--- config.mk ---
export PLATFORM = sky130hd
export DESIGN_NAME = lesf_dp_core
export DESIGN_NICKNAME = d
export VERILOG_FILES = /design/src/sv/lesf_pkg.sv /design/src/sv/lesf_dp_core.sv
export SDC_FILE = /design/constraint.sdc
export NUM_CORES = 1
export LEC_CHECK = 0
export CAP_MARGIN = 20
export CORE_ASPECT_RATIO = 1.2
export CORE_UTILIZATION = 50
export DETAILED_ROUTE_END_ITERATION = 16
export DONT_BUFFER_PORTS = 1
export SYNTH_ARGS = -nofsm -noshare
export SYNTH_HDL_FRONTEND = slang
export SYNTH_SLANG_ARGS = --single-unit
--- constraint.sdc ---
create_clock -name clk -period 17.8 [get_ports clk]
set_clock_uncertainty 0.05 [all_clocks]
set_input_delay 0.89 -clock clk [delete_from_list [all_inputs] [get_ports clk]]
set_output_delay 0.89 -clock clk [all_outputs]
set_load 0.05 [all_outputs]
--- src/sv/lesf_pkg.sv ---
// Shared widths, reset values, register indexes and stage flags of the empty square finder.
package lesf_pkg;

  localparam int CHAR_W     = 8;
  localparam int SIZE_W     = 11;
  localparam int POS_W      = 10;
  localparam int ROWLEN_W   = 11;
  localparam int CFG_IDX_W  = 1;
  localparam int CFG_DATA_W = 11;
  localparam int OUT_DATA_W = 32;

  localparam int DEF_MAX_COLS = 1024;
  localparam int DEF_MAX_ROWS = 1024;

  localparam logic [CHAR_W-1:0]   EMPTY_CHAR_RST = 8'd46;
  localparam logic [ROWLEN_W-1:0] ROW_LENGTH_RST = 11'd1024;

  localparam logic [CFG_IDX_W-1:0] CFG_EMPTY_CHAR = 1'b0;
  localparam logic [CFG_IDX_W-1:0] CFG_ROW_LENGTH = 1'b1;

  // Control flags of one cell as it moves from the counter stage to the update stage.
  typedef struct packed {
    logic empty;     // cell matches the free character
    logic last;      // final cell of the grid
    logic active;    // row lies inside the grid store
    logic up_zero;   // first grid row, nothing above
    logic row_start; // cell opens a row after a row length change
    logic row_end;   // cell closes its row
  } cell_flags_t;

endpackage

--- src/sv/lesf_dp_core.sv ---
// Update stage: square side recurrence, best square tracking and the result register.
module lesf_dp_core #(
  parameter  int MAX_COLS = lesf_pkg::DEF_MAX_COLS,
  parameter  int MAX_ROWS = lesf_pkg::DEF_MAX_ROWS,
  localparam int CIW      = (MAX_COLS > 1) ? $clog2(MAX_COLS) : 1,
  localparam int RIW      = (MAX_ROWS > 1) ? $clog2(MAX_ROWS) : 1
) (
  input  logic                        clk,
  input  logic                        rst_n,
  input  logic                        s1_valid,
  input  lesf_pkg::cell_flags_t       s1_flags,
  input  logic [CIW-1:0]              s1_col,
  input  logic [RIW-1:0]              s1_row,
  input  logic [lesf_pkg::SIZE_W-1:0] up_data,
  output logic                        dp_fire,
  output logic                        wr_en,
  output logic [CIW-1:0]              wr_addr,
  output logic [lesf_pkg::SIZE_W-1:0] wr_data,
  output logic                        out_tvalid,
  input  logic                        out_tready,
  output logic [lesf_pkg::SIZE_W-1:0] square_size,
  output logic [lesf_pkg::POS_W-1:0]  top_row,
  output logic [lesf_pkg::POS_W-1:0]  left_col
);

  localparam int SW  = lesf_pkg::SIZE_W;
  localparam int PW  = lesf_pkg::POS_W;

  logic [SW-1:0] left_r, left_nxt;
  logic [SW-1:0] upleft_r, upleft_nxt;
  logic [SW-1:0] best_size_r, best_size_nxt;
  logic [PW-1:0] best_row_r, best_row_nxt;
  logic [PW-1:0] best_col_r, best_col_nxt;
  logic          out_valid_r, out_valid_nxt;
  logic [SW-1:0] size_r, size_nxt;
  logic [PW-1:0] top_r, top_nxt;
  logic [PW-1:0] lcol_r, lcol_nxt;

  logic [SW-1:0] up;
  logic [SW-1:0] left_base;
  logic [SW-1:0] upleft_base;
  logic [SW-1:0] m;
  logic [SW-1:0] side;
  logic [SW-1:0] top_wide;
  logic [SW-1:0] lcol_wide;

  // A last cell can only move on when the result register is free.
  assign dp_fire = s1_valid && (!s1_flags.last || !out_valid_r || out_tready);

  always_comb begin
    up          = s1_flags.up_zero ? '0 : up_data;
    left_base   = s1_flags.row_start ? '0 : left_r;
    upleft_base = s1_flags.row_start ? '0 : upleft_r;

    m = up;
    if (left_base < m) begin
      m = left_base;
    end
    if (upleft_base < m) begin
      m = upleft_base;
    end
    side = s1_flags.empty ? m + SW'(1) : '0;

    left_nxt      = left_r;
    upleft_nxt    = upleft_r;
    best_size_nxt = best_size_r;
    best_row_nxt  = best_row_r;
    best_col_nxt  = best_col_r;

    if (dp_fire) begin
      left_nxt   = left_base;
      upleft_nxt = upleft_base;
      if (s1_flags.active) begin
        left_nxt   = side;
        upleft_nxt = up;
        // Strictly larger only, so the earliest top-left corner wins a tie.
        if (side > best_size_r) begin
          best_size_nxt = side;
          best_row_nxt  = PW'(s1_row);
          best_col_nxt  = PW'(s1_col);
        end
      end
      if (s1_flags.row_end || s1_flags.last) begin
        left_nxt   = '0;
        upleft_nxt = '0;
      end
    end

    top_wide  = SW'(best_row_nxt) + SW'(1) - best_size_nxt;
    lcol_wide = SW'(best_col_nxt) + SW'(1) - best_size_nxt;
    if (best_size_nxt == '0) begin
      size_nxt = '0;
      top_nxt  = '0;
      lcol_nxt = '0;
    end else begin
      size_nxt = best_size_nxt;
      top_nxt  = top_wide[PW-1:0];
      lcol_nxt = lcol_wide[PW-1:0];
    end

    if (dp_fire && s1_flags.last) begin
      out_valid_nxt = 1'b1;
    end else if (out_tready) begin
      out_valid_nxt = 1'b0;
    end else begin
      out_valid_nxt = out_valid_r;
    end
  end

  always_ff @(posedge clk) begin
    if (!rst_n) begin
      left_r      <= '0;
      upleft_r    <= '0;
      best_size_r <= '0;
      best_row_r  <= '0;
      best_col_r  <= '0;
      out_valid_r <= 1'b0;
    end else begin
      left_r      <= left_nxt;
      upleft_r    <= upleft_nxt;
      out_valid_r <= out_valid_nxt;
      if (dp_fire && s1_flags.last) begin
        best_size_r <= '0;
        best_row_r  <= '0;
        best_col_r  <= '0;
      end else begin
        best_size_r <= best_size_nxt;
        best_row_r  <= best_row_nxt;
        best_col_r  <= best_col_nxt;
      end
    end
  end

  always_ff @(posedge clk) begin
    if (dp_fire && s1_flags.last) begin
      size_r <= size_nxt;
      top_r  <= top_nxt;
      lcol_r <= lcol_nxt;
    end
  end

  assign wr_en       = dp_fire && s1_flags.active;
  assign wr_addr     = s1_col;
  assign wr_data     = side;
  assign out_tvalid  = out_valid_r;
  assign square_size = size_r;
  assign top_row     = top_r;
  assign left_col    = lcol_r;

endmodule

==> impl_metrics.ini, run 1 <==
[global_route]
grt.total_usage_pct = 29.7
grt_max_degree = 33
grt_pass1_wl_um = 29600
grt_pass1_vias = 5256
antenna_found_initial = 0
overflow = 0

[floorplanning]
die_area_mm2 = 0.0132
row_count = 44
core-area_mm2 = 0.0123
die_h_um = 126
initial_utilization_pct = 51.9
pin_count = 96
die_x_um = 105

[drt]
vias = 5129
drt-wirelength-per-cell_um = 22.1
first_iter_violations = 234
dr.pass1.iters = 5
finalWirelength_um = 18800
drcViolationCount = 0
drtAntennaViolNets = 0
vias_per_cell = 6.02

[setup_path]
critical_path_required_ns = 17.82
critPathArrivalTime_ns = 11.73
worstSetupPathType = input port to flop
path_max_fanout = 27
cp_slowest_cell = o2111a_1
critPathMaxStageDelay_ns = 0.74
r2r-start = left_r[6]
r2r-end = top_row[9]
start_kind = input port
crit_path_end_kind = flop
regToRegSetupSlack_ns = 6.35
reg2reg_depth = 41
endpoint = top_row[9]
worst_path_most_repeated_cell = ha_1
startpoint = s1_flags[1]

[power_and_ir_drop]
clockPowerShare_pct = 32.2
p_sw_mw = 0.190
power_per_cell_area_mw_per_mm2 = 82.6
p_leak_nw = 2.77
internal-power_mw = 0.370
ir_worst_vdd_uv = 68.9
pwr-share-seq_pct = 41.9
combPwrFrac_pct = 25.9
p_sw_share_pct = 34.0

[cts]
clk_latency_ns = 0.35
holdBufCountCts = 0
root_buffer = clkbuf_16
post-cts-setup-buffer-count = 0
cts_made_buffers = 9
cts_max_path_buffers = 2
path_clk_slew_ns = 0.07
ctsResizeCount = 0
htreeDepth = 3
clkSinkCount = 85
cts_tree = built

[finish]
design_area_mm2 = 0.00678
n_antenna_cell = 0
fin_cells = 852
final_nets = 792
drive_above_1_share_pct = 9.70
syn_to_final_growth_pct = 6.36

[synth]
synthTopCellsByArea = dfxtp_1, edfxtp_1, ha_1
syn_nets = 807
syn_inst = 701
syn_area_per_cell_um2 = 9.09
synth_cell_types = 66
synth-edff-count = 31
synthesis.area_mm2 = 0.00637
ys_async_sr_fraction_pct = 0
yosys_most_used_dff = dfxtp_1
synth-seq-area-share_pct = 31.6
ys_ff_latch = 85
synth_warnings = 0
yosysTopAreaCellShare_pct = 17.0
synth_top_cell_by_area = dfxtp_1

[timing]
setup_viol = 0
timing.setup.tns_ns = 0
fin_crit_sh_pct = 65.8
fmax_mhz = 85.4
worst_pin_slew_ns = 1.14
period_needed_ns = 11.71
setup_slack_ns = 6.09
hold_ws_ns = 0.416
hold_viol_final = 0
rsz0062_at_grt = false
relSlewSlack_pct = 24.2
slew_viol_final = 0

[placed_design]
dp_cells = 835
io_buffers = 0
place_ws_ns = 5.80
gp_congestion = 1.03
hpwlAfterDp_um = 14500
dpl_cell_area_mm2 = 0.00647

[outcome]
outcome = finished clean

[flow_run]
maxCapViolCount = 0

[worst_hold_path]
hold_path_class = flop to flop
## worst min-delay path by stage
stage | start | end | slack (ns) | depth (start not counted)
floorplan | upleft_r[5] | upleft_r[5] | 0.39 | 2
global placement | upleft_r[5] | upleft_r[5] | 0.40 | 2
global route | upleft_r[5] | upleft_r[5] | 0.45 | 2
CTS | upleft_r[5] | upleft_r[5] | 0.42 | 2
finish | upleft_r[5] | upleft_r[5] | 0.42 | 2
detailed placement | upleft_r[5] | upleft_r[5] | 0.41 | 2
## layout by cell type (no fill, tap or decap), drive strengths merged, types with 16 or more instances in the layout
| master | n |
|---|---|
| mux2 | 16 |
| nor2b | 62 |
| a21oi | 61 |
| o21ai | 36 |
| xnor2 | 21 |
| inv | 52 |
| mux2i | 25 |
| dfxtp | 54 |
| a22oi | 16 |
| nand2 | 38 |
| ha | 63 |
| nor2 | 42 |
| edfxtp | 31 |
## per-layer routing
metal | global-route usage [%] | vias to the layer above | part of all wire [%]
li1 | - | 2455 | -
met1 | 33.3 | 2464 | 39
met2 | 52.0 | 156 | 50
met3 | 5.33 | 54 | 5.0
met4 | 18.6 | 0 | 5.8
met5 | 0 | - | 0
## per-stage QoR
stage	total power [mW]	utilization [%]
6_report	0.560	55.2
5_1_grt	0.585	55.2
4_1_cts	0.561	55.0
3_5_place_dp	0.381	52.7
3_3_place_gp	0.380	52.7
2_1_floorplan	0.359	-
## power by group through the flow
stage | Clock [mW] | Combinational (mW) | Sequential [mW]
final | 0.180 | 0.145 | 0.235
after global routing | 0.192 | 0.158 | 0.235
after CTS | 0.183 | 0.143 | 0.235
after detailed placement | 0 | 0.142 | 0.239
after global placement | 0 | 0.141 | 0.239
after floorplan | 0 | 0.122 | 0.238
## synthesized netlist by cell type (18+ instances only)
master / n
ha_1: 63
dfxtp_1: 54
mux2i_1: 23
nor2_1: 40
nor2b_1: 62
o21ai_0: 31
inv_1: 50
xnor2_1: 21
a21oi_1: 55
edfxtp_1: 31
nand2_1: 38
clkbuf_1: 18
## logic make-up (layout without fill, tap and decap cells)
logic type	count (synthesis)	in the layout	share of synthesized area, %
multiplexers	42	42	8.11
AO/OA/AOI/OAI	176	176	19.1
adder cells (fa/ha/maj)	66	66	13.2
XOR/XNOR	30	30	4.12
flip-flops	85	85	31.6
buffers and inverters	87	77	6.16
AND/OR/NAND/NOR	215	215	17.8
## area by class of cell
type | instances | area, um^2
sequential | 85 | 2010
inverter | 50 | 188
tap | 161 | 201
multi-input combinational | 529 | 3990
timing repair buffer | 11 | 103
clock inverter | 7 | 58.8
clock buffer | 9 | 225
fill | 1117 | 5500
## state kept, by name (all words and copies together), names as in the netlist
name         flops
best_size_r     11
left_r          11
square_size     11
upleft_r        11
best_col_r      10
best_row_r      10
left_col        10
top_row         10
out_tvalid       1
## critical path: cells and delay by family
kind | cells | cell delay, ns
mux | 5 | 1.38
xor+xnor | 1 | 0.24
fa+ha+maj | 7 | 2.06
compound gates | 16 | 4.11
simple gates | 9 | 2.42
buf+inv | 3 | 0.60
Note: power is estimated with default switching activity, not from simulation.
==> inputs of run 2 (changes only) <==
==> constraint.sdc (replaced) <==
create_clock -name clk -period 11.3 [get_ports clk]
set_clock_uncertainty 0.05 [all_clocks]
set_input_delay 0.565 -clock clk [delete_from_list [all_inputs] [get_ports clk]]
set_output_delay 0.565 -clock clk [all_outputs]
set_load 0.05 [all_outputs]
==> run 2 against run 1 <==
Net effect:
- worst hold slack lost 0.13 ns
- register-to-register slack lost 5.6 ns
- critical endpoint unchanged
- largest cell class unchanged
- sequential power grew 57%
- sequential cell count is the same
- global-route usage shrank 0.12 points
- first-iteration DRC count shrank 11%
- via count grew 0.99%
- sequential share of layout area shrank 0.84 points
- critical path type is now flop to flop
- combinational power grew 61%
- die area is the same
- routed wire length grew 2.5%
==> impl_metrics.ini, run 2 (same netlist as run 1, synthesis figures left out) <==
[drt]
drcViolationCount = 0
vias = 5180
dr.pass1.iters = 5
vias_per_cell = 5.95
drtAntennaViolNets = 0
finalWirelength_um = 19300
drt-wirelength-per-cell_um = 22.1
first_iter_violations = 208

[global_route]
grtUsageMet2_pct = 53.6
grt.busiest_layer = met2
grt_pass1_wl_um = 29400
grt_max_degree = 33
grt_pass1_vias = 5219
overflow = 0
antenna_found_initial = 0
use_met3_pct = 4.61
grt_use_met1_pct = 32.5
grt.total_usage_pct = 29.5

[power_and_ir_drop]
ir_worst_vdd_uv = 119
power_per_cell_area_mw_per_mm2 = 133
clockPowerShare_pct = 35.1
pwr-share-seq_pct = 39.8
internal-power_mw = 0.633
power_mw = 0.928
p_leak_nw = 2.90
p_sw_share_pct = 31.8
p_sw_mw = 0.295
combPwrFrac_pct = 25.1

[cts]
clkSinkCount = 85
clk_latency_ns = 0.34
htreeDepth = 3
cts_max_path_buffers = 2
cts_tree = built
root_buffer = clkbuf_16
holdBufCountCts = 0
cts_made_buffers = 9
path_clk_slew_ns = 0.07

[placed_design]
dpl_cell_area_mm2 = 0.00654
io_buffers = 0
place_ws_ns = 0.415
gp_congestion = 0.966
dp_cells = 845
hpwlAfterDp_um = 14800

[timing]
setup_viol = 0
hold_viol_final = 0
slew_viol_final = 0
setup_slack_ns = 0.755
fin_crit_sh_pct = 93.3
fmax_mhz = 94.8
rsz0062_at_grt = false
timing.setup.tns_ns = 0
period_needed_ns = 10.55
worst_pin_slew_ns = 0.919
relSlewSlack_pct = 38.7
hold_ws_ns = 0.291

[floorplanning]
row_count = 44
initial_utilization_pct = 51.9
die_area_mm2 = 0.0132
die_x_um = 105
die_h_um = 126
core-area_mm2 = 0.0123
pin_count = 96

[finish]
syn_to_final_growth_pct = 9.44
final_common_cell = ha_1
drive_above_1_share_pct = 12.1
final_cell_mix = ha_1, nor2b_1, dfxtp_1
final_nets = 810
n_antenna_cell = 0
design_area_mm2 = 0.00698
utilization_pct = 56.8
fin_cells = 870

[outcome]
outcome = finished clean

[setup_path]
critPathMaxStageDelay_ns = 0.52
regToRegSetupSlack_ns = 0.75
critical_path_required_ns = 11.32
worst_path_most_repeated_cell = ha_1
start_kind = flop
worstSetupPathType = flop to flop
path_max_fanout = 16
cp_slowest_cell = a211o_1
critPathArrivalTime_ns = 10.56
crit_path_end_kind = flop

[worst_hold_path]
hold_path_class = input port to flop

[flow_run]
maxCapViolCount = 0
[run 2: area by class of cell]
| cell class | instances | area, um^2 |
|---|---|---|
| Inverter | 50 | 188 |
| Timing Repair Buffer | 29 | 250 |
| Clock buffer | 9 | 225 |
| Clock inverter | 7 | 103 |
| Fill cell | 1133 | 5300 |
| Tap cell | 161 | 201 |
| Multi-Input combinational cell | 529 | 4000 |
| Sequential cell | 85 | 2010 |
[run 2: path summary, 6_finish.rpt]
path               startpoint     endpoint  cells past startpoint
hold reg to reg   upleft_r[5]  upleft_r[5]                      2
setup reg to reg    left_r[9]   top_row[9]                     42
setup / recovery    left_r[9]   top_row[9]                     42
hold / removal          rst_n   out_tvalid                      1
[run 2: power groups by stage]
stage / clock network [mW] / logic, mW / registers [mW]
3_5_place_dp: 0 / 0.224 / 0.376
3_3_place_gp: 0 / 0.220 / 0.376
6_report: 0.326 / 0.233 / 0.370
5_1_grt: 0.342 / 0.255 / 0.371
2_1_floorplan: 0 / 0.192 / 0.374
4_1_cts: 0.332 / 0.226 / 0.370
[run 2: repair_timing]
action	CTS	global route
setup buffers	0	8
endpoints found under the setup margin	0	2
resized for setup	0	1
[run 2: metal layers]
layer | share of wire, % | wire [um]
met5 | 0 | 0
met3 | 4.0 | 764
met2 | 51 | 9840
met4 | 5.9 | 1130
met1 | 39 | 7530
[run 2: worst max-delay path: cells and delay by family (launching register included)]
kind                     cells  cell delay, ns
AO/OA/AOI/OAI               20            4.42
multiplexers                 3            0.62
adder cells (fa/ha/maj)      6            2.12
XOR/XNOR                     1            0.19
flip-flops                   1            0.32
AND/OR/NAND/NOR              9            2.13
buffers and inverters        3            0.41
==> inputs of run 3 (changes only) <==
--- a/config.mk
+++ b/config.mk
@@ -7,7 +7,7 @@
 export LEC_CHECK = 0
 export CAP_MARGIN = 20
 export CORE_ASPECT_RATIO = 1.2
-export CORE_UTILIZATION = 50
+export CORE_UTILIZATION = 41
 export DETAILED_ROUTE_END_ITERATION = 16
 export DONT_BUFFER_PORTS = 1
 export SYNTH_ARGS = -nofsm -noshare
==> run 3 against run 2 <==
Net effect:
- cell count grew 4.1%
- combinational power down 2%
- clock power decreased by 9.2%
- critical endpoint unchanged
- non-clock buffer count decreased by 7
- sequential power about the same
- sequential share of layout area increased by 0.20 points
- power shrank 3.6%
- die area grew 22%
- largest power group unchanged
==> impl_metrics.ini, run 3 (same netlist as run 1, synthesis figures left out) <==
[outcome]
outcome = finished clean

[timing]
fin_crit_sh_pct = 90.4
setup_viol = 0
timing.setup.tns_ns = 0
rsz0062_at_grt = false
relSlewSlack_pct = 39.7
period_needed_ns = 10.21
fmax_mhz = 97.9
slew_viol_final = 0
worst_pin_slew_ns = 0.904
hold_viol_final = 0

[cts]
cts_made_buffers = 9
clk_latency_ns = 0.35
cts_max_path_buffers = 2
post-cts-setup-buffer-count = 0
clkSinkCount = 85
path_clk_slew_ns = 0.07
cts_tree = built
root_buffer = clkbuf_16
holdBufCountCts = 0
htreeDepth = 3
ctsResizeCount = 0

[power_and_ir_drop]
ir_worst_vdd_uv = 108
power_mw = 0.895
p_leak_nw = 2.84
power_per_cell_area_mw_per_mm2 = 129

[finish]
final_nets = 803
n_fill_cell = 1476
syn_to_final_growth_pct = 8.68
n_antenna_cell = 0
final_common_cell = ha_1
drive_above_1_share_pct = 10.7
design_area_mm2 = 0.00693
final_cell_mix = ha_1, nor2b_1, a21oi_1, dfxtp_1, inv_1
utilization_pct = 45.9

[floorplanning]
die_area_mm2 = 0.0161
core-area_mm2 = 0.0151
die_x_um = 116
pin_count = 96
row_count = 49
die_h_um = 139
initial_utilization_pct = 42.3

[drt]
finalWirelength_um = 18900
dr.pass1.iters = 5
vias_per_cell = 5.62
drcViolationCount = 0
route.top_layer_used = met4
first_iter_violations = 283
vias = 5088
drt-wirelength-per-cell_um = 20.9
met1_length_um = 7180
route.met3.wl_um = 1160
drtAntennaViolNets = 0
met2_length_um = 9380

[global_route]
overflow = 0
grt_pass1_wl_um = 30100
grt.total_usage_pct = 25.1
antenna_found_initial = 0
grt_pass1_vias = 5461
grt_max_degree = 33

[setup_path]
critPathArrivalTime_ns = 10.23
reg2reg_depth = 44
path_max_fanout = 18
start_kind = input port
worst_path_most_repeated_cell = ha_1
cp_slowest_cell = o2111a_1
worstSetupPathType = input port to flop
critPathMaxStageDelay_ns = 0.57
critical_path_required_ns = 11.32
crit_path_end_kind = flop

[flow_run]
maxCapViolCount = 0

[placed_design]
gp_congestion = 0.956
hpwlAfterDp_um = 15000
dpl_cell_area_mm2 = 0.00660
io_buffers = 0

[worst_hold_path]
hold-path-cell-count = 1
hold_path_class = input port to flop
run 3: power by group:
group	switching (mW)	internal (mW)
sequential	0.0347	0.336
combinational	0.132	0.0971
clock	0.121	0.175
total	0.288	0.607
run 3: path summary, 6_finish.rpt:
path,to,start,slack (ns)
max,top_row[9],up_data[7],1.09
min reg2reg,upleft_r[5],upleft_r[5],0.43
min,upleft_r[2],rst_n,0.29
max reg2reg,top_row[9],left_r[9],1.11
run 3: per-layer routing:
layer  up-vias  track usage [%]
met3        49             6.25
met4         0             16.3
li1       2460                -
met5         -                0
met1      2433             27.6
met2       146             42.4
run 3: through the flow:
| stage | hold slack (ns) | cells | setup WS [ns] |
|---|---|---|---|
| floorplan | 0.391 | 701 | 1.26 |
| global placement | 0.406 | 889 | 0.908 |
| detailed placement | 0.422 | 889 | 0.793 |
| CTS | 0.273 | 905 | 1.14 |
| global route | 0.278 | 906 | 0.327 |
| finish | 0.290 | 906 | 1.09 |
run 3: worst max-delay path, delay by kind of cell:
family,cells,cell delay [ns]
AND/OR/NAND/NOR,12,2.33
AO/OA/AOI/OAI,18,3.86
multiplexers,2,0.35
adder cells (fa/ha/maj),7,2.11
buffers and inverters,4,0.58
XOR/XNOR,2,0.39
run 3: layout make-up:
class                           instances  area (um^2)  share of cell area (%)
Clock buffer                           14          285                    4.12
Clock inverter                          2         13.8                   0.199
Inverter                               50          188                    2.71
Multi-Input combinational cell        529         3990                    57.6
Sequential cell                        85         2010                    29.0
Tap cell                              204          255                    3.68
Timing Repair Buffer                   22          185                    2.67
