## config.mk

```make
export PLATFORM = sky130hd
export DESIGN_NAME = lesf_cell_ctrl
export DESIGN_NICKNAME = d
export VERILOG_FILES = /design/src/sv/lesf_pkg.sv /design/src/sv/lesf_cell_ctrl.sv
export SDC_FILE = /design/constraint.sdc
export NUM_CORES = 1
export LEC_CHECK = 0
export BUFFER_PORTS_ARGS = -buffer_cell sky130_fd_sc_hd__buf_2
export CAP_MARGIN = 20
export CORE_UTILIZATION = 59
export DETAILED_ROUTE_END_ITERATION = 10
export PLACE_DENSITY_LB_ADDON = 0.2
export SLEW_MARGIN = 20
export SYNTH_ARGS = -nofsm -noshare
export SYNTH_HDL_FRONTEND = slang
export SYNTH_SLANG_ARGS = --single-unit
```

## constraint.sdc

```tcl
create_clock -name clk -period 14.6 [get_ports clk]
set_clock_uncertainty 0.2 [all_clocks]
set_input_delay 0.73 -clock clk [delete_from_list [all_inputs] [get_ports clk]]
set_output_delay 0.73 -clock clk [all_outputs]
set_load 0.01 [all_outputs]
```

## src/sv/lesf_pkg.sv

```systemverilog
// Shared widths, reset values, register indexes and stage flags of the empty square finder.
package lesf_pkg;

  localparam int CHAR_W     = 8;
  localparam int SIZE_W     = 11;
  localparam int POS_W      = 10;
  localparam int ROWLEN_W   = 11;
  localparam int CFG_IDX_W  = 1;
  localparam int CFG_DATA_W = 11;
  localparam int OUT_DATA_W = 32;

  localparam int DEF_MAX_COLS = 1024;
  localparam int DEF_MAX_ROWS = 1024;

  localparam logic [CHAR_W-1:0]   EMPTY_CHAR_RST = 8'd46;
  localparam logic [ROWLEN_W-1:0] ROW_LENGTH_RST = 11'd1024;

  localparam logic [CFG_IDX_W-1:0] CFG_EMPTY_CHAR = 1'b0;
  localparam logic [CFG_IDX_W-1:0] CFG_ROW_LENGTH = 1'b1;

  // Control flags of one cell as it moves from the counter stage to the update stage.
  typedef struct packed {
    logic empty;     // cell matches the free character
    logic last;      // final cell of the grid
    logic active;    // row lies inside the grid store
    logic up_zero;   // first grid row, nothing above
    logic row_start; // cell opens a row after a row length change
    logic row_end;   // cell closes its row
  } cell_flags_t;

endpackage

```

## src/sv/lesf_cell_ctrl.sv

```systemverilog
// Input stage: row and column counters, line buffer read request and the cell register.
module lesf_cell_ctrl #(
  parameter  int MAX_COLS = lesf_pkg::DEF_MAX_COLS,
  parameter  int MAX_ROWS = lesf_pkg::DEF_MAX_ROWS,
  localparam int CIW      = (MAX_COLS > 1) ? $clog2(MAX_COLS) : 1,
  localparam int RIW      = (MAX_ROWS > 1) ? $clog2(MAX_ROWS) : 1
) (
  input  logic                          clk,
  input  logic                          rst_n,
  input  logic                          in_tvalid,
  output logic                          in_tready,
  input  logic [lesf_pkg::CHAR_W-1:0]   cell_char,
  input  logic                          last_cell,
  input  logic [lesf_pkg::CHAR_W-1:0]   empty_char,
  input  logic [lesf_pkg::ROWLEN_W-1:0] row_length,
  input  logic                          dp_fire,
  output logic                          rd_en,
  output logic [CIW-1:0]                rd_addr,
  output logic                          s1_valid,
  output lesf_pkg::cell_flags_t         s1_flags,
  output logic [CIW-1:0]                s1_col,
  output logic [RIW-1:0]                s1_row
);

  localparam int CCW = $clog2(MAX_COLS + 1);
  localparam int RCW = $clog2(MAX_ROWS + 1);

  logic [CCW-1:0] col_count_r, col_count_nxt;
  logic [RCW-1:0] row_count_r, row_count_nxt;
  logic           s1_valid_r, s1_valid_nxt;
  lesf_pkg::cell_flags_t flags_r;
  logic [CIW-1:0] col_r;
  logic [RIW-1:0] row_r;

  logic [CCW-1:0] eff_len;
  logic           accept;
  logic           pre_wrap;
  logic           wrap;
  logic [CCW-1:0] col0;
  logic [CCW-1:0] col1;
  logic [RCW-1:0] row0;
  logic [RCW-1:0] row_cur_inc;
  logic [RCW-1:0] row0_inc;
  lesf_pkg::cell_flags_t flags_nxt;

  // A zero row length acts as one; anything above the store acts as the full store.
  always_comb begin
    if (row_length == '0) begin
      eff_len = CCW'(1);
    end else if (32'(row_length) > 32'(MAX_COLS)) begin
      eff_len = CCW'(MAX_COLS);
    end else begin
      eff_len = CCW'(row_length);
    end
  end

  assign in_tready = !s1_valid_r || dp_fire;
  assign accept    = in_tvalid && in_tready;

  assign row_cur_inc = (row_count_r < RCW'(MAX_ROWS)) ? row_count_r + RCW'(1) : row_count_r;

  always_comb begin
    pre_wrap = (col_count_r >= eff_len);
    col0     = pre_wrap ? '0 : col_count_r;
    row0     = pre_wrap ? row_cur_inc : row_count_r;
    row0_inc = (row0 < RCW'(MAX_ROWS)) ? row0 + RCW'(1) : row0;
    col1     = col0 + CCW'(1);
    wrap     = (col1 >= eff_len);

    flags_nxt.empty     = (cell_char == empty_char);
    flags_nxt.last      = last_cell;
    flags_nxt.active    = (row0 < RCW'(MAX_ROWS));
    flags_nxt.up_zero   = (row0 == '0);
    flags_nxt.row_start = pre_wrap;
    flags_nxt.row_end   = wrap;

    col_count_nxt = col_count_r;
    row_count_nxt = row_count_r;
    if (accept) begin
      if (last_cell) begin
        col_count_nxt = '0;
        row_count_nxt = '0;
      end else if (wrap) begin
        col_count_nxt = '0;
        row_count_nxt = row0_inc;
      end else begin
        col_count_nxt = col1;
        row_count_nxt = row0;
      end
    end

    if (accept) begin
      s1_valid_nxt = 1'b1;
    end else if (dp_fire) begin
      s1_valid_nxt = 1'b0;
    end else begin
      s1_valid_nxt = s1_valid_r;
    end
  end

  always_ff @(posedge clk) begin
    if (!rst_n) begin
      col_count_r <= '0;
      row_count_r <= '0;
      s1_valid_r  <= 1'b0;
    end else begin
      col_count_r <= col_count_nxt;
      row_count_r <= row_count_nxt;
      s1_valid_r  <= s1_valid_nxt;
    end
  end

  always_ff @(posedge clk) begin
    if (accept) begin
      flags_r <= flags_nxt;
      col_r   <= col0[CIW-1:0];
      row_r   <= row0[RIW-1:0];
    end
  end

  assign rd_en    = accept;
  assign rd_addr  = col0[CIW-1:0];
  assign s1_valid = s1_valid_r;
  assign s1_flags = flags_r;
  assign s1_col   = col_r;
  assign s1_row   = row_r;

endmodule

```

==> results of run 1 <==
==> state kept, by name, indices dropped and copies added, names as in the netlist <==
signal	count
col_count_r	11
row_count_r	11
s1_col	10
s1_flags	6
s1_row	10
s1_valid	1
==> stage by stage <==
stage	util (%)	worst slack [ns]	total power (uW)	area, um^2	std cells
global route	71.4	7.50	279	3690	474
floorplan	-	9.18	173	3200	336
detailed placement	69.5	7.87	187	3600	466
CTS	71.4	8.16	269	3690	474
global placement	69.5	8.30	186	3600	466
finish	71.4	8.02	267	3690	474
==> cell type report <==
class	count	area (um^2)	share of cell area (%)
tap	70	87.6	2.37
multi-input combinational	255	1830	49.6
clock buffer	5	68.8	1.86
sequential	49	1240	33.6
timing repair buffer	71	358	9.69
clock inverter	3	25.0	0.678
inverter	21	78.8	2.14
==> power by group through the flow <==
stage	registers (uW)	logic [uW]	clock network, uW
CTS	150	33.7	84.8
floorplan	155	17.8	0
detailed placement	153	33.7	0
global placement	153	32.6	0
finish	150	33.9	83.2
global route	151	37.9	90.9
==> cell families (layout without fill, tap and decap cells) <==
family,count (synthesis),in the layout,synth area share (%)
mux,5,5,1.64
simple gates,129,129,22.2
flops,49,49,38.7
fa+ha+maj,26,26,10.2
buf+inv,32,100,4.10
compound gates,66,66,15.2
xor+xnor,29,29,7.93
==> Yosys cell counts, types with 3 or more instances <==
cell,count
a21boi_0,3
a21oi_1,14
a21oi_2,3
a22oi_1,9
and3_1,13
clkbuf_1,7
dfxtp_1,23
edfxtp_1,26
ha_1,26
inv_1,18
mux2i_1,3
nand2_1,32
nand2b_1,5
nand3_1,13
nand4_1,10
nor2_1,15
nor2b_1,16
nor3_1,5
nor3b_1,4
nor4_1,3
nor4_2,3
o21ai_0,8
xnor2_1,25
xor2_1,4
==> worst min-delay path by stage <==
stage                                      startpoint                           to  slack [ns]  cells past startpoint
after CTS                 row_count_r[9]$_SDFFE_PN0P_  row_count_r[9]$_SDFFE_PN0P_        0.33                      2
final                     row_count_r[8]$_SDFFE_PN0P_  row_count_r[8]$_SDFFE_PN0P_        0.32                      2
after global routing      row_count_r[9]$_SDFFE_PN0P_  row_count_r[9]$_SDFFE_PN0P_        0.35                      2
after global placement    row_count_r[9]$_SDFFE_PN0P_  row_count_r[9]$_SDFFE_PN0P_        0.30                      2
after detailed placement  row_count_r[9]$_SDFFE_PN0P_  row_count_r[9]$_SDFFE_PN0P_        0.31                      2
after floorplan           row_count_r[8]$_SDFFE_PN0P_  row_count_r[8]$_SDFFE_PN0P_        0.27                      2
==> metal layers <==
metal	global-route usage (%)	wire length, um
met5	0	0
met4	8.44	80
met3	5.29	649
met2	46.1	3490
met1	37.8	3190
==> worst max-delay path, cell delays in order <==
cell	delay, ns
buf_2	0.10
nor4_1	0.37
a31oi_1	0.15
nor2_1	0.16
ha_1	0.25
nand2b_1	0.15
a31oi_1	0.33
o21ai_2	0.20
nor2_4	0.18
inv_2	0.12
nor2_1	0.28
ha_1	0.33
nand2_1	0.10
nor4b_1	0.50
nand3_1	0.19
xnor2_1	0.19
ha_1	0.19
a211oi_1	0.27
nand2b_1	0.11
a221o_1	0.30
a21oi_1	0.71
nand2_1	0.18
or3_1	0.34
a21boi_0	0.15
==> metrics.log, run 1 <==
INFO  metric finalNetCount = 461
INFO  metric synth_top_flop_cell = edfxtp_1
INFO  metric relSlewSlack = 39.5%
INFO  metric clock_sinks = 49
INFO  metric drt_drc_violations_left = 0
INFO  metric library_cell_with_the_largest_summed_area_after_synthesis = edfxtp_1
INFO  metric drive_gt1_share = 24.3%
INFO  metric post_synth_main_area_contributors = edfxtp_1, dfxtp_1, ha_1, xnor2_1, nand2_1
INFO  metric hpwlAfterDp = 5.64 mm
INFO  metric finalCritPeriodShare = 45.1%
INFO  metric grt_antenna_before_repair = 0
INFO  metric die_area = 0.00573 mm^2
INFO  metric clock_insertion_delay_worst_skew = 0.31 ns
INFO  metric capture_point_of_the_worst_path = col_count_r[3]$_SDFFE_PN0P_
INFO  metric fp.coreArea = 0.00517 mm^2
INFO  metric worst-slew-pin-transition = 0.908 ns
INFO  metric cp-startpoint = row_length[6]
INFO  metric tritoncts.num_buffers = 5
INFO  metric grt_overflow = 0
INFO  metric ys_ff_latch = 49
INFO  metric detailedRoute.firstPassIterationCount = 4
INFO  metric synth-edff-count = 26
INFO  metric ios = 71
INFO  metric die_x = 75.7 um
INFO  metric drt.antenna.violating_nets = 0
INFO  metric worst_r2r_path_depth = 21
INFO  metric timing.fmax = 152 MHz
INFO  metric synth.yosys.warnings = 0
INFO  metric result_of_the_run = finished clean
INFO  metric p_leak = 0.00164 uW
INFO  metric floorplan.initialDensity = 61.9%
INFO  metric vias_per_cell = 5.90
INFO  metric cts_tree = yes
INFO  metric final.hold.worst_slack = 0.324 ns
INFO  metric cts_root_buf = clkbuf_8
INFO  metric layout_min_cycle_time = 6.58 ns
INFO  metric post-cts-setup-buffers = 0
INFO  metric detail_route.wl_per_cell = 15.6 um
INFO  metric number_of_hold_slack_violations_in_the_final_timing_report = 0
INFO  metric synth_largest_type_area_fraction = 24.4%
INFO  metric die_height = 75.7 um
INFO  metric power.clock.fraction = 31.2%
INFO  metric critical_path.reg2reg.startpoint = col_count_r[0]$_SDFFE_PN0P_
INFO  metric synth.yosys.seq_area_share = 38.7%
INFO  metric internal_power = 197 uW
INFO  metric total_power_per_unit_cell_area = 72.4 mW/mm^2
INFO  metric worst-endpoint-arrival = 6.61 ns
INFO  metric number_of_standard_cell_rows_in_the_floorplan = 26
INFO  metric drt_iter0_markers = 212
INFO  metric hp-class = reg2reg
INFO  metric cts_max_path_buffers = 2
INFO  metric switching_power = 69.9 uW
INFO  metric grt_first_pass_wirelength = 11.9 mm
INFO  metric synthesis.area_per_instance = 9.54 um^2
INFO  metric crit_path_end_kind = flop
INFO  metric timing.final.max_slew_violations = 0
INFO  metric most-common-layout-cells = buf_2, nand2_1, ha_1, edfxtp_1, xnor2_1
INFO  metric ctsHtreeMaxLevel = 2
INFO  metric flow.area_growth_from_synthesis = 15.2%
INFO  metric rsz_0062_raised_after_global_routing = no
INFO  metric timing.critical_path.required = 14.63 ns
INFO  metric leading_cell_type_in_the_layout_fill_and_taps_excluded = buf_2
INFO  metric timing.critical_path.from_type = input port
INFO  metric comb_power_share = 12.7%
INFO  metric portBuffers = 70
INFO  metric synthesis.area = 0.00320 mm^2
INFO  metric globalplace.congestion = 0.920
INFO  metric grt_start_max_net_pins = 31
INFO  metric cts.reportedPaths.clkPinSlew = 0.10 ns
INFO  metric swShare = 26.2%
INFO  metric dr_total_vias = 2,796
INFO  metric irDropWorstVdd = 0.0451 mV
INFO  metric syn_inst = 336
INFO  metric p_seq_share = 56.2%
INFO  metric routed_wirelength = 7.41 mm
INFO  metric antenna_cells_inserted = 0
INFO  metric fillerInstances = 416
INFO  metric timing.setup.tns = 0 ns
INFO  metric post_cts_resized = 0
INFO  metric setup_viol = 0
INFO  metric synthesis.nets = 394
INFO  metric gr-usage-all-layers = 28.1%
INFO  metric hold_buf_cts = 0
INFO  metric synth-async-reset-ratio = 0%
INFO  metric critical_path.max_fanout = 11
INFO  metric regToRegSetupSlack = 8.65 ns
INFO  metric critical_path.reg2reg.endpoint = col_count_r[3]$_SDFFE_PN0P_
INFO  metric first_global_vias = 2,527
INFO  metric synth.lib_cells_used.distinct = 59
INFO  metric maxCapViolations = 0
INFO  metric setup.worst_path.class = in2reg
(Power assumes the default switching activity.)
==> run 2, diff against run 1 <==
- ABC_AREA: unset -> 1
- CORE_UTILIZATION: 59 -> 51
- clock period: 14.6 -> 5.9 ns (I/O delays scaled with it)
==> run 2 against run 1 <==
Worst setup slack lost 7.4 ns. First-iteration DRC count shrank 18%. Final cell count grew 38%. Register-to-register slack lost 7.5 ns. Critical path depth grew 4. Largest cell class unchanged. Largest power group unchanged.
==> metrics.log, run 2 <==
INFO  metric globalplace.congestion = 0.911 (-0.99%)
INFO  metric synth_largest_type_area_fraction = 21.5% (-2.8 points)
INFO  metric setup.worst_path.class = in2reg
INFO  metric count_leader_synth = nand2_1
INFO  metric cts_root_buf = clkbuf_8
INFO  metric final.hold.worst_slack = 0.106 ns (-0.218 ns)
INFO  metric grt_antenna_before_repair = 0 (unchanged)
INFO  metric crit_path_end_kind = flop
INFO  metric antenna_cells_inserted = 0 (unchanged)
INFO  metric timing.critical_path.required = 5.92 ns (-8.71 ns)
INFO  metric synth_top_flop_cell = edfxtp_1
INFO  metric layout_min_cycle_time = 5.24 ns
INFO  metric clock_insertion_delay_worst_skew = 0.31 ns (about the same)
INFO  metric routed_wirelength = 8.51 mm (+15%)
INFO  metric synth.lib_cells_used.distinct = 38 (-36%)
INFO  metric die_area = 0.00746 mm^2 (+30%)
INFO  metric portBuffers = 70 (unchanged)
INFO  metric timing.critical_path.from_type = input port
INFO  metric hpwlAfterDp = 6.80 mm (+21%)
INFO  metric die_height = 86.4 um (+14%)
INFO  metric number_of_standard_cell_rows_in_the_floorplan = 30 (+15%)
INFO  metric comb_power_share = 16.4% (+3.7 points)
INFO  metric final_core_util = 61.0% (-10 points)
INFO  metric vias_per_cell = 5.11 (-13%)
INFO  metric leading_cell_type_in_the_layout_fill_and_taps_excluded = nand2_1
INFO  metric first_global_vias = 3,005 (+19%)
INFO  metric internal_power = 543 uW (+170%)
INFO  metric biggestRegsByFlops = col_count_r x11, row_count_r x11
INFO  metric synth-async-reset-ratio = 0% (unchanged)
INFO  metric post-cts-setup-buffers = 0 (unchanged)
INFO  metric switching_power = 198 uW (+180%)
INFO  metric drt.antenna.violating_nets = 0 (unchanged)
INFO  metric maxCapViolations = 0 (unchanged)
INFO  metric grt_overflow = 0 (unchanged)
INFO  metric fillerInstances = 653 (+57%)
INFO  metric worst-endpoint-arrival = 5.26 ns (-1.35 ns)
INFO  metric timing.final.max_slew_violations = 0 (unchanged)
INFO  metric drt_iter0_markers = 174 (-18%)
INFO  metric dp_cells = 645 (+38%)
INFO  metric die_x = 86.4 um (+14%)
INFO  metric library_cell_with_the_largest_summed_area_after_synthesis = edfxtp_1
INFO  metric setup_viol = 0 (unchanged)
INFO  metric synth-edff-count = 26 (unchanged)
INFO  metric final_design_area_excluding_fillers = 0.00417 mm^2 (+13%)
INFO  metric tritoncts.num_buffers = 5 (unchanged)
INFO  metric drt_drc_violations_left = 0 (unchanged)
INFO  metric rsz_0062_raised_after_global_routing = no
INFO  metric dr_total_vias = 3,344 (+20%)
INFO  metric synth.yosys.warnings = 0 (unchanged)
INFO  metric p_seq_share = 51.0% (-5.2 points)
INFO  metric cts_tree = yes
INFO  metric hp-class = in2reg
INFO  metric flow.area_growth_from_synthesis = 14.9%
INFO  metric ctsHtreeMaxLevel = 2 (unchanged)
INFO  metric detailedRoute.firstPassIterationCount = 5 (+1)
INFO  metric synthesis.area = 0.00363 mm^2 (+13%)
INFO  metric syn_inst = 487 (+45%)
INFO  metric clock_sinks = 49 (unchanged)
INFO  metric swShare = 26.8% (+0.62 points)
INFO  metric p_leak = 0.00196 uW (+20%)
INFO  metric gr-usage-all-layers = 24.5% (-3.6 points)
INFO  metric finalNetCount = 615 (+33%)
INFO  metric relSlewSlack = 43.8% (+4.3 points)
INFO  metric worst-slew-pin-transition = 0.842 ns (-0.0655 ns)
INFO  metric synthesis.nets = 545 (+38%)
INFO  metric number_of_hold_slack_violations_in_the_final_timing_report = 0 (unchanged)
INFO  metric synth.yosys.seq_area_share = 34.2% (-4.5 points)
INFO  metric fp.coreArea = 0.00683 mm^2 (+32%)
INFO  metric result_of_the_run = finished clean
INFO  metric area_of_combinational_cells_with_multiple_inputs = 0.00208 mm^2 (+13%)
INFO  metric power.clock.fraction = 32.6% (+1.4 points)
INFO  metric cts.reportedPaths.clkPinSlew = 0.09 ns (about the same)
INFO  metric grt_start_max_net_pins = 26 (-16%)
INFO  metric post_synth_main_area_contributors = edfxtp_1, nand2_1, dfxtp_1, ha_1, nand3_1
INFO  metric timing.setup.tns = 0 ns (unchanged)
INFO  metric detail_route.wl_per_cell = 13.0 um (-17%)
INFO  metric place_area = 0.00405 mm^2 (+13%)
INFO  metric final-instance-count-excl-fill = 654 (+38%)
INFO  metric cts_max_path_buffers = 2 (unchanged)
INFO  metric post_cts_resized = 0 (unchanged)
INFO  metric floorplan.initialDensity = 53.1% (-8.8 points)
INFO  metric total_power_per_unit_cell_area = 178 mW/mm^2 (+150%)
INFO  metric timing.fmax = 191 MHz
INFO  metric irDropWorstVdd = 0.146 mV (+220%)
INFO  metric layout.area.seq = 0.00124 mm^2 (unchanged)
INFO  metric finalCritPeriodShare = 88.8%
INFO  metric synthesis.area_per_instance = 7.45 um^2 (-22%)
INFO  metric grt_first_pass_wirelength = 14.2 mm (+19%)
INFO  metric most-common-layout-cells = nand2_1, buf_2, inv_1
INFO  metric drive_gt1_share = 25.4% (+1.2 points)
INFO  metric critical_path.max_fanout = 19 (+8)
INFO  metric ios = 71 (unchanged)
INFO  metric ys_ff_latch = 49 (unchanged)
INFO  metric ys_top_cells_by_count = nand2_1, inv_1, nand3_1
[run 2: cell types whose count changed in the layout (fill, tap and decap cells not counted), moves of 11 or more]
cell and change:
xnor2_1 -14, inv_1 +35, nor2b_1 -16, and3_1 -13
nor2_2 +15, nand2_2 +20, nand3_1 +29, nand2_1 +108
a21oi_1 +15, nor2_1 +11
[run 2: kinds of logic after synthesis]
kind of cell / after synthesis / synth area share (%)
adder cells (fa/ha/maj): 26 / 8.97
buffers and inverters: 73 / 8.59
flip-flops: 49 / 34.2
AO/OA/AOI/OAI: 44 / 7.07
AND/OR/NAND/NOR: 275 / 36.1
XOR/XNOR: 20 / 5.03
[run 2: metrics by stage]
step	power [uW]	setup WS, ns
after global placement	505	0.618
after CTS	746	0.688
after detailed placement	507	0.398
after global routing	774	0.0495
after floorplan	465	1.51
final	741	0.661
[run 2: worst paths after layout]
check                                                  from                     endpoint  slack, ns  depth (start not counted)
worst min register to register  col_count_r[0]$_SDFFE_PN0P_  col_count_r[0]$_SDFFE_PN0P_       0.27                          2
worst max register to register  col_count_r[4]$_SDFFE_PN0P_  row_count_r[9]$_SDFFE_PN0P_       1.17                         25
worst max-delay path                          row_length[2]  row_count_r[9]$_SDFFE_PN0P_       0.66                         28
worst min-delay path                                dp_fire        s1_valid$_SDFFE_PN0P_       0.11                          4
[run 2: repair_timing]
item / CTS / global route
endpoints found under the setup margin: 0 / 0
endpoints found under the hold margin: 1 / 0
hold buffers: 1 / 0
[run 2: power groups by stage]
| stage | clock, uW | combinational [uW] | sequential (uW) |
|---|---|---|---|
| detailed placement | 0 | 121 | 386 |
| global route | 258 | 136 | 379 |
| global placement | 0 | 119 | 386 |
| finish | 242 | 121 | 378 |
| CTS | 246 | 122 | 378 |
| floorplan | 0 | 73.1 | 392 |
[run 2: metal layers]
layer / GRT usage, % / vias up / part of all wire (%)
met5: 0 / - / 0
met4: 5.76 / 0 / 1.0
met3: 3.24 / 10 / 4.6
met2: 39.3 / 115 / 44
met1: 35.0 / 1495 / 50
li1: - / 1724 / -
[run 2: area by class of cell]
type,instances,area share [%]
Multi-Input combinational cell,365,49.8
Sequential cell,49,29.8
Timing Repair Buffer,75,9.36
Inverter,61,5.55
Tap cell,96,2.88
Clock buffer,5,1.65
Clock inverter,3,0.990
[run 2: worst max-delay path: stages]
cell	delay [ns]
buf_2	0.11
nor4_1	0.29
nand3_1	0.13
nand2_1	0.21
nand2_1	0.14
ha_1	0.34
a21oi_1	0.15
nand2_1	0.07
nand2_1	0.31
nand3_4	0.35
nor2_1	0.34
ha_1	0.36
nand4_1	0.15
nand2_1	0.09
inv_1	0.05
ha_1	0.30
nand3_1	0.10
nor2_1	0.17
nand3_1	0.10
nand4_1	0.17
inv_1	0.09
nor2_2	0.35
nand2_1	0.10
nor2_1	0.15
nand2_1	0.07
nand2_1	0.05
nand3_1	0.06
a21oi_1	0.14
